`src/rtl/mm3_pkg.sv`:
```
// Package for the streaming MurmurHash3 (x86, 32-bit) hash unit.
// Holds the word width, the mixing constants, the sequencer state type and the rotate helpers.
// No dependencies.
package mm3_pkg;

   localparam int HashWidth = 32;
   localparam int ByteWidth = 8;

   localparam logic [HashWidth-1:0] MixC1    = 32'hcc9e2d51;
   localparam logic [HashWidth-1:0] MixC2    = 32'h1b873593;
   localparam logic [HashWidth-1:0] MixN     = 32'he6546b64;
   localparam logic [HashWidth-1:0] FinM1    = 32'h85ebca6b;
   localparam logic [HashWidth-1:0] FinM2    = 32'hc2b2ae35;
   localparam logic [HashWidth-1:0] SeedInit = 32'd5;

   typedef enum logic [3:0] {
      ST_IDLE,
      ST_K_C1,
      ST_K_C2,
      ST_K_MIX,
      ST_FIN_SEL,
      ST_T_C1,
      ST_T_C2,
      ST_T_XOR,
      ST_FIN_LEN,
      ST_FIN_M2,
      ST_FIN_OUT
   } mm3_state_type;

   function automatic logic [HashWidth-1:0] rotl15(input logic [HashWidth-1:0] x);
      return {x[HashWidth-16:0], x[HashWidth-1:HashWidth-15]};
   endfunction

   function automatic logic [HashWidth-1:0] rotl13(input logic [HashWidth-1:0] x);
      return {x[HashWidth-14:0], x[HashWidth-1:HashWidth-13]};
   endfunction

endpackage

```
`src/rtl/mm3_mul.sv`:
```
// Shared 32 x 32 multiplier with a registered low-half product.
// Used by the hash sequencer for the multiplications by the mixing and finaliser constants.
// Depends on mm3_pkg.
module mm3_mul (
   input  logic                           clock,
   input  logic [mm3_pkg::HashWidth-1:0]  op_a,
   input  logic [mm3_pkg::HashWidth-1:0]  op_b,
   output logic [mm3_pkg::HashWidth-1:0]  product
);
   import mm3_pkg::*;

   logic [HashWidth-1:0] product_ff;
   logic [HashWidth-1:0] product_in;

   // keep the low word of the product
   assign product_in = op_a * op_b;

   // register the product for the next step
   always_ff @(posedge clock) begin
      product_ff <= product_in;
   end

   assign product = product_ff;

endmodule

```
`src/rtl/murmur3_32bit_stream_hash_unit.sv`:
```
// Top level of the streaming MurmurHash3 (x86, 32-bit) hash unit.
// Holds the key state, the step sequencer and the result register.
// Depends on mm3_pkg and mm3_mul.
//
// Usage:
//   Key bytes arrive on the req_ channel, one request each. req_tuser high marks
//   req_tdata as a key byte; req_tlast ends the key and asks for its hash. A
//   request with req_tuser low and req_tlast high hashes the bytes so far (or the
//   empty key); one with both low is ignored.
//   The finished hash leaves on the rsp_ channel, one response per key.
//   csr_wr_en / csr_wr_data set the seed; between keys it also reloads the hash.
// Sequencing:
//   A byte that does not complete a 4-byte chunk leaves the sequencer idle. A byte that
//   completes a chunk starts two multiplies and the mix step. Ending a key runs the
//   tail scramble (two multiplies and an XOR) if there is a 1 to 3 byte tail, then the
//   two finaliser multiplies, then loads the response. The shared 32 x 32 multiplier,
//   one product per cycle, sets this order; req_tready is low while the sequencer works.
// Reset:
//   reset (synchronous) sets the seed to 5, clears the key state and drops rsp_tvalid.
// Stalls:
//   A response waits in its register until rsp_tready; new requests are still
//   taken, and only the next response waits for the register to empty.
module murmur3_32bit_stream_hash_unit (
   input  logic                           clock,
   input  logic                           reset,
   // configuration
   input  logic                           csr_wr_en,
   input  logic [mm3_pkg::HashWidth-1:0]  csr_wr_data,   // hash_seed
   // requests
   input  logic                           req_tvalid,
   output logic                           req_tready,
   input  logic [mm3_pkg::ByteWidth-1:0]  req_tdata,     // [7:0] data_byte
   input  logic                           req_tuser,     // [0] has_byte
   input  logic                           req_tlast,     // last_byte
   // responses
   output logic                           rsp_tvalid,
   input  logic                           rsp_tready,
   output logic [mm3_pkg::HashWidth-1:0]  rsp_tdata      // [31:0] hash_value
);
   import mm3_pkg::*;

   mm3_state_type        state_ff, state_in;
   logic [HashWidth-1:0] seed_ff, seed_in;
   logic [HashWidth-1:0] hash_ff, hash_in;
   logic [23:0]          partial_ff, partial_in;
   logic [1:0]           bic_ff, bic_in;
   logic [HashWidth-1:0] len_ff, len_in;
   logic [HashWidth-1:0] k_ff, k_in;
   logic                 last_ff, last_in;
   logic                 rsp_valid_ff, rsp_valid_in;
   logic [HashWidth-1:0] rsp_data_ff, rsp_data_in;

   logic [HashWidth-1:0] mul_a, mul_b, product;
   logic [HashWidth-1:0] mix_t, fin_t, fold_t;
   logic                 out_free;

   mm3_mul u_mul (
      .clock   (clock),
      .op_a    (mul_a),
      .op_b    (mul_b),
      .product (product)
   );

   assign out_free = !rsp_valid_ff || rsp_tready;

   // next state, key state and multiplier operands
   always_comb begin
      state_in     = state_ff;
      seed_in      = seed_ff;
      hash_in      = hash_ff;
      partial_in   = partial_ff;
      bic_in       = bic_ff;
      len_in       = len_ff;
      k_in         = k_ff;
      last_in      = last_ff;
      rsp_valid_in = rsp_valid_ff && !rsp_tready;
      rsp_data_in  = rsp_data_ff;
      mul_a        = '0;
      mul_b        = '0;
      req_tready   = 1'b0;
      mix_t        = rotl13(hash_ff ^ product);
      fin_t        = hash_ff ^ len_ff;
      fold_t       = product ^ (product >> 13);

      case (state_ff)
         ST_IDLE: begin
            req_tready = 1'b1;
            if (req_tvalid) begin
               last_in = req_tlast;
               if (req_tuser) begin
                  len_in = len_ff + HashWidth'(1);
                  if (bic_ff == 2'd3) begin
                     k_in       = {req_tdata, partial_ff};
                     partial_in = '0;
                     bic_in     = '0;
                     state_in   = ST_K_C1;
                  end else begin
                     case (bic_ff)
                        2'd0:    partial_in[7:0]   = req_tdata;
                        2'd1:    partial_in[15:8]  = req_tdata;
                        2'd2:    partial_in[23:16] = req_tdata;
                        default: partial_in        = partial_ff;
                     endcase
                     bic_in = bic_ff + 2'd1;
                     if (req_tlast) begin
                        state_in = ST_FIN_SEL;
                     end
                  end
               end else if (req_tlast) begin
                  state_in = ST_FIN_SEL;
               end
            end
         end
         // scramble the full chunk
         ST_K_C1: begin
            mul_a    = k_ff;
            mul_b    = MixC1;
            state_in = ST_K_C2;
         end
         ST_K_C2: begin
            mul_a    = rotl15(product);
            mul_b    = MixC2;
            state_in = ST_K_MIX;
         end
         // fold the chunk into the hash: times 5 as shift and add
         ST_K_MIX: begin
            hash_in  = mix_t + {mix_t[HashWidth-3:0], 2'b00} + MixN;
            state_in = last_ff ? ST_FIN_SEL : ST_IDLE;
         end
         ST_FIN_SEL: begin
            state_in = (bic_ff != 2'd0) ? ST_T_C1 : ST_FIN_LEN;
         end
         // scramble the tail
         ST_T_C1: begin
            mul_a    = {8'd0, partial_ff};
            mul_b    = MixC1;
            state_in = ST_T_C2;
         end
         ST_T_C2: begin
            mul_a    = rotl15(product);
            mul_b    = MixC2;
            state_in = ST_T_XOR;
         end
         ST_T_XOR: begin
            hash_in  = hash_ff ^ product;
            state_in = ST_FIN_LEN;
         end
         // avalanche finaliser
         ST_FIN_LEN: begin
            mul_a    = fin_t ^ (fin_t >> 16);
            mul_b    = FinM1;
            state_in = ST_FIN_M2;
         end
         ST_FIN_M2: begin
            mul_a    = fold_t;
            mul_b    = FinM2;
            state_in = ST_FIN_OUT;
         end
         // hold until the response register is free, then restart the key
         ST_FIN_OUT: begin
            // keep the last product in the multiplier register while waiting
            mul_a = product;
            mul_b = HashWidth'(1);
            if (out_free) begin
               rsp_valid_in = 1'b1;
               rsp_data_in  = product ^ (product >> 16);
               hash_in      = seed_ff;
               partial_in   = '0;
               bic_in       = '0;
               len_in       = '0;
               last_in      = 1'b0;
               state_in     = ST_IDLE;
            end
         end
         default: begin
            state_in = ST_IDLE;
         end
      endcase

      // seed write; between keys it reloads the hash too
      if (csr_wr_en) begin
         seed_in = csr_wr_data;
         if (len_ff == '0) begin
            hash_in = csr_wr_data;
         end
      end
   end

   // control and key state
   always_ff @(posedge clock) begin
      if (reset) begin
         state_ff     <= ST_IDLE;
         seed_ff      <= SeedInit;
         hash_ff      <= SeedInit;
         partial_ff   <= '0;
         bic_ff       <= '0;
         len_ff       <= '0;
         last_ff      <= 1'b0;
         rsp_valid_ff <= 1'b0;
      end else begin
         state_ff     <= state_in;
         seed_ff      <= seed_in;
         hash_ff      <= hash_in;
         partial_ff   <= partial_in;
         bic_ff       <= bic_in;
         len_ff       <= len_in;
         last_ff      <= last_in;
         rsp_valid_ff <= rsp_valid_in;
      end
   end

   // payload registers
   always_ff @(posedge clock) begin
      k_ff        <= k_in;
      rsp_data_ff <= rsp_data_in;
   end

   assign rsp_tvalid = rsp_valid_ff;
   assign rsp_tdata  = rsp_data_ff;

endmodule

```
`config.mk`:
```
export PLATFORM = sky130hd
export DESIGN_NAME = murmur3_32bit_stream_hash_unit
export DESIGN_NICKNAME = d
export VERILOG_FILES = /design/src/rtl/mm3_pkg.sv /design/src/rtl/mm3_mul.sv /design/src/rtl/murmur3_32bit_stream_hash_unit.sv
export SDC_FILE = /design/constraint.sdc
export NUM_CORES = 2
export LEC_CHECK = 0
export ABC_AREA = 1
export BUFFER_PORTS_ARGS = -buffer_cell sky130_fd_sc_hd__buf_4
export CAP_MARGIN = 40
export CORE_AREA = 4 4 231 255
export CTS_CLUSTER_DIAMETER = 50
export CTS_CLUSTER_SIZE = 14
export DETAILED_ROUTE_END_ITERATION = 16
export DIE_AREA = 0 0 235 259
export PLACE_DENSITY_LB_ADDON = 0.25
export SYNTH_ARGS = -nofsm -noshare
export SYNTH_HDL_FRONTEND = slang
export SYNTH_HIERARCHICAL = 1
export SYNTH_SLANG_ARGS = --single-unit
```
`constraint.sdc`:
```
create_clock -name clock -period 19.4 [get_ports clock]
set_input_delay 0.97 -clock clock [delete_from_list [all_inputs] [get_ports clock]]
set_output_delay 0.97 -clock clock [all_outputs]
set_load 0.01 [all_outputs]
```
======== Yosys cells after proc, flatten, opt, wreduce, memory -nomap -nowiden ========
Cells that the tools add are included.
storage, ports and cells
  register bits after elaboration ......... 224
  latch bits .............................. 0
  bits in writable memories ............... 0
  memory bits (read-only) ................. 0
  input port bits ......................... 47
  output and inout bits ................... 34
  word-level logic and storage cells ...... 98
  memories kept ........................... 0
cells by class
  $add $sub $neg .......................... 4
  multiply operators ...................... 1
  div/mod/pow operators ................... 0
  order comparisons ....................... 0
  equal/unequal tests ..................... 19
  shifts and indexed selects .............. 0
  mux-type cells .......................... 37
  bitwise logic cells ..................... 5
  reduce and logical (&&, ||, !) cells .... 19
operators with widths
  cell                                                                      number
  32-bit two-way mux                                                        6
  32-bit case mux with 6 select lines                                       1
  32-bit case mux with 5 select lines                                       1
  24-bit two-way mux                                                        4
  32-bit case mux with 3 select lines                                       1
  32-bit case mux with 2 select lines                                       1
  32-bit by 16-bit bitwise XOR with 32-bit output                           2
  32-bit bitwise XOR                                                        2
  24-bit case mux with 2 select lines                                       1
  4-bit case mux with 11 select lines                                       1
  32-bit by 1-bit adder with 32-bit output (second input constant)          1
  32-bit adder                                                              1
  32-bit adder (second input constant)                                      1
  32-bit zero test                                                          1
  32-bit by 32-bit multiplier with 32-bit output                            1
  32-bit by 19-bit bitwise XOR with 32-bit output                           1
  4-bit two-way mux                                                         6
  8-bit two-way mux                                                         3
  4-bit by 3-bit equality test with 1-bit output (second input constant)    4
  5-bit AND reduction                                                       3
  4-bit equality test (second input constant)                               3
  3-bit by 2-bit inequality test with 1-bit output (second input constant)  3
  4-bit by 2-bit equality test with 1-bit output (second input constant)    2
  2-bit two-way mux                                                         4
  other kinds (19)                                                          31

======== Logic depth before layout (Yosys ltp) ========
  word-level depth ........................ 6
  mapped depth ............................ 40
  depth with buffers taken out ............ 38

======== Cells and area by module ========
Netlist, hierarchy kept.
modules (own cells, without submodules)
  module                          instances  cells an instance  area each (um^2)  seq. area each (um^2)
  mm3_mul                         1          2280               17389.2           640.6
  murmur3_32bit_stream_hash_unit  1          1964               13330.3           4484.3

======== Least setup slack after synthesis ========
No wires, ideal clock.
  kind .................................... register to register
  start ................................... register state_ff[0]
  end ..................................... register u_mul.product_ff[29], in the netlist u_mul/product[29]
  setup time .............................. 0.123 ns
  data arrival time ....................... 7.582 ns
  required time ........................... 19.277 ns
  setup slack ............................. 11.695 ns
  stages on the path, launching flop included .. 34
  buffers on the path ..................... 4
  clock period less this slack ............ 7.705 ns
  cells stage by stage .................... dfxtp_1 inv_1 nor2_1 nand2_1 inv_1 clkbuf_1 clkbuf_1 nand2_1 o2111ai_1 clkbuf_1 buf_1 nand2_1 inv_1 fa_1 fa_1 fa_1 inv_1 fa_1 inv_1 fa_1 inv_1 fa_1 inv_1 fa_1 fa_1 ha_1 nand2_1 nor4_1 nand4_1 nand3_1 nand2_1 o211ai_1 a21oi_1 xor2_1
on the way
  longest elaborated chain between the ends .. 4
  elaborated cells between the ends (all ways) .. 12
  those cells by class .................... 1 x mul; 7 x eq/ne; 2 x mux; 2 x reduce/logical
ends and longest elaborated chain
  what                                                                                                              line                                   text
  start: declaration                                                                                                murmur3_32bit_stream_hash_unit.sv:42   mm3_state_type state_ff, state_in;
  start signal: assignment                                                                                          murmur3_32bit_stream_hash_unit.sv:201  state_ff <= state_in;
  4-bit by 3-bit equality test with 1-bit output or 4-bit by 2-bit equality test with 1-bit output (tied branches)  murmur3_32bit_stream_hash_unit.sv:85   case (state_ff)
  2-bit OR reduction (no line)                                                                                      -
  32-bit case mux with 6 select lines *                                                                             murmur3_32bit_stream_hash_unit.sv:85
  via mul_a[12]                                                                                                     murmur3_32bit_stream_hash_unit.sv:53   logic [HashWidth-1:0] mul_a, mul_b, product;
  32-bit by 32-bit multiplier with 32-bit output *                                                                  mm3_mul.sv:16                          assign product_in = op_a * op_b;
  via u_mul.product_in[29]                                                                                          mm3_mul.sv:13                          logic [HashWidth-1:0] product_in;
  end signal: assignment                                                                                            mm3_mul.sv:20                          product_ff <= product_in;
  end: declaration                                                                                                  mm3_mul.sv:12                          logic [HashWidth-1:0] product_ff;
Mark *: on every way through the listed nets, which the timed path passes. The rest lies on a longest branch.
A chain may end at the register's enable or synchronous reset.

======== Worst setup path in the final report ========
  start ................................... register state_ff[1]
  end ..................................... register u_mul.product_ff[29], in the netlist u_mul/product[29]
on the way
  longest elaborated chain between the ends .. 4
  elaborated cells between the ends (all ways) .. 12
  those cells by class .................... 1 x mul; 7 x eq/ne; 2 x mux; 2 x reduce/logical
ends and longest elaborated chain
  what                                                                          line
  4-bit by 3-bit equality test with 1-bit output, or another cell as far along  murmur3_32bit_stream_hash_unit.sv:85
  2-bit OR reduction (no line)                                                  -
  32-bit case mux with 5 select lines *                                         murmur3_32bit_stream_hash_unit.sv:85
  via mul_b[25]                                                                 murmur3_32bit_stream_hash_unit.sv:53
  32-bit by 32-bit multiplier with 32-bit output *                              mm3_mul.sv:16
  via u_mul.product_in[29]                                                      mm3_mul.sv:13
Marked as above.

==> metrics <==
status=finished, final reports clean; CP max stage delay=0.61 ns; Hold Crit Class=register to register; layout cell share with drive strength beyond 1=5.80%; Clock Latency Late Sink=roughly 0.55 ns; synth cell count leaders=nand2_1, inv_1, fa_1, nor2_1, ha_1; first-pass GRT wire length=between 100,000 and 150,000 um; CP required=just under 20 ns; H-tree depth=1; total power=between 0.003 and 0.004 W; wire per inst=between 15 and 20 um; detailed placement HPWL=71,400 um; most area-hungry cell type in the Yosys netlist=fa_1; die width=235 um; Slew @ Worst Pin=0.927 ns; Avg Cell Area, Syn=7.24 um2; Slew headroom=38.2%; core footprint=56,100 um2; cts repair resizes=0; VDD IR max=around 0.000096 V; dominant cells by area after synthesis=fa_1, nand2_1, inv_1; Min Clock Period, post-route=between 8 and 9 ns; die footprint=60,900 um2; largest net degree at the start of global routing=70; Crit path top cell by count=fa_1; RSZ-0062 raised after global routing=no; MaxCap Viol Count=0; setup tns final=0 ns; GP Congestion=0.961; post-synthesis instance total=~4.2k; sequential area share after synthesis=16.7%; clk root buf=clkbuf_16; critical hold path startpoint=partial_ff[15]; slowest CP cell=buf_4; Setup CP Type=register to register; Final nets=about 4.8k; final hold vios=0; EDFF count, synth=64; routed wire length=~94,000 um; GRT Total Usage=30.9%; Port Buffers=80; worst path arrival time=9.12 ns; crit share post-route=44.8%; Pleak=about 18 nW; fillers=5,342; total CTS buffers=24; Synth async-reset ratio=0%; via count=26.4k; grt ovf=0; Worst setup EP type=register; CP max FO=69; number of synthesized register bits=224; initial drt markers=2,546; clock-pin slew on the worst setup and hold paths=0.07 ns; initial antenna violation count=0; share of Yosys cell area claimed by the top area cell type=26.7%; post-route ant nets=0; Clock Sinks=224; Top Ports=81; Unique masters post-synth=55; Initial Util=54.7%; critical path launch point=state_ff[1]; CTS tree=built; Post-CTS Hold Buffers=0; setup fix buffers added after clock tree synthesis=0; ys flop type=dfxtp_1; r2r startpoint=state_ff[1]; Antenna diodes=0; most frequent cell after synthesis=nand2_1; max-slew violations=0; Placement Rows=91; Max clock buf depth=3; vias in the first global route=26.8k; Multi-input gate area=roughly 21,000 um2; Seq. cell area=5120 um2; # setup viols final=0; Via-to-Cell Ratio=5.32; Netlist Area Pre-Place=approximately 31,000 um2; Residual DRC=0; Power Density=104 nW/um2; clk_skew=0.0150 ns; chip height=259 um; Initial DRT Pass Iterations=9; CP Launch Type=register; Syn-to-layout area delta=6.89%; Yosys warning count=6; fmax=about 0.12 GHz
## routing by layer
layer | track usage [%] | vias up | wire length, um
li1 | - | 12500 | -
met1 | 38.9 | 12500 | 36200
met2 | 51.9 | 1164 | 44200
met3 | 3.57 | 324 | 7200
met4 | 17.8 | 0 | 6690
met5 | 0 | - | 0
## layout make-up
| class | instances | area share (%) |
|---|---|---|
| sequential | 224 | 15.6 |
| tap | 744 | 2.84 |
| clock buffer | 32 | 2.02 |
| inverter | 1061 | 12.1 |
| timing repair buffer | 129 | 3.17 |
| clock inverter | 12 | 0.347 |
| multi-input combinational | 2768 | 63.9 |
## worst max-delay path, delay by kind of cell (launching register included)
family	cells	cell delay [ns]
buf+inv	8	1.40
flops	1	0.44
fa+ha+maj	9	4.20
compound gates	2	0.26
simple gates	10	2.05
xor+xnor	1	0.16
## placed cells by master, fill, tap and decap left out, types with 104 or more instances in the layout
cell type,Yosys,final
nand2_1,1090,1090
nor2_1,337,332
xor2_1,104,104
a21oi_1,116,116
fa_1,409,409
nand3_1,112,112
buf_4,7,121
inv_1,1049,1046
dfxtp_1,160,160
ha_1,178,178
## power breakdown
part	switching (W)	internal [W]	leakage, nW	total, W
sequential	0.000107	0.000547	1.90	0.000654
combinational	0.00160	0.000696	16.0	0.00230
clock	0.000209	0.000257	0.386	0.000466
## path summary, 6_finish.rpt
kind              slack (ns)                end  cells after the start
setup reg to reg       10.71  u_mul/product[29]                     30
hold / removal          0.45           k_ff[15]                      0
hold reg to reg         0.45           k_ff[15]                      0
setup / recovery       10.71  u_mul/product[29]                     30
## cell families after synthesis
group / synth area share, %
xor+xnor: 5.24
simple gates: 21.7
fa+ha+maj: 33.9
flops: 16.7
other cells: 0.0122
buf+inv: 15.6
compound gates: 6.86
## sequential cells by signal, summed over array words and instances (netlist names)
signal / cells
hash_ff: 32
k_ff: 32
state_ff: 4
len_ff: 32
last_ff: 1
rsp_tdata: 32
rsp_tvalid: 1
partial_ff: 24
seed_ff: 32
u_mul/product: 32
bic_ff: 2
## per-stage QoR
stage	hold slack [ns]	instance area (um2)	std cells	setup slack [ns]	util, %
after global routing	0.450	32800	4970	10.13	58.5
after detailed placement	0.424	32100	4926	10.78	57.1
final	0.447	32800	4970	10.71	58.5
after CTS	0.439	32800	4970	10.77	58.5
after global placement	0.411	31900	4918	10.95	56.9
after floorplan	0.406	30700	4246	11.69	-
(Power assumes the default switching activity.)
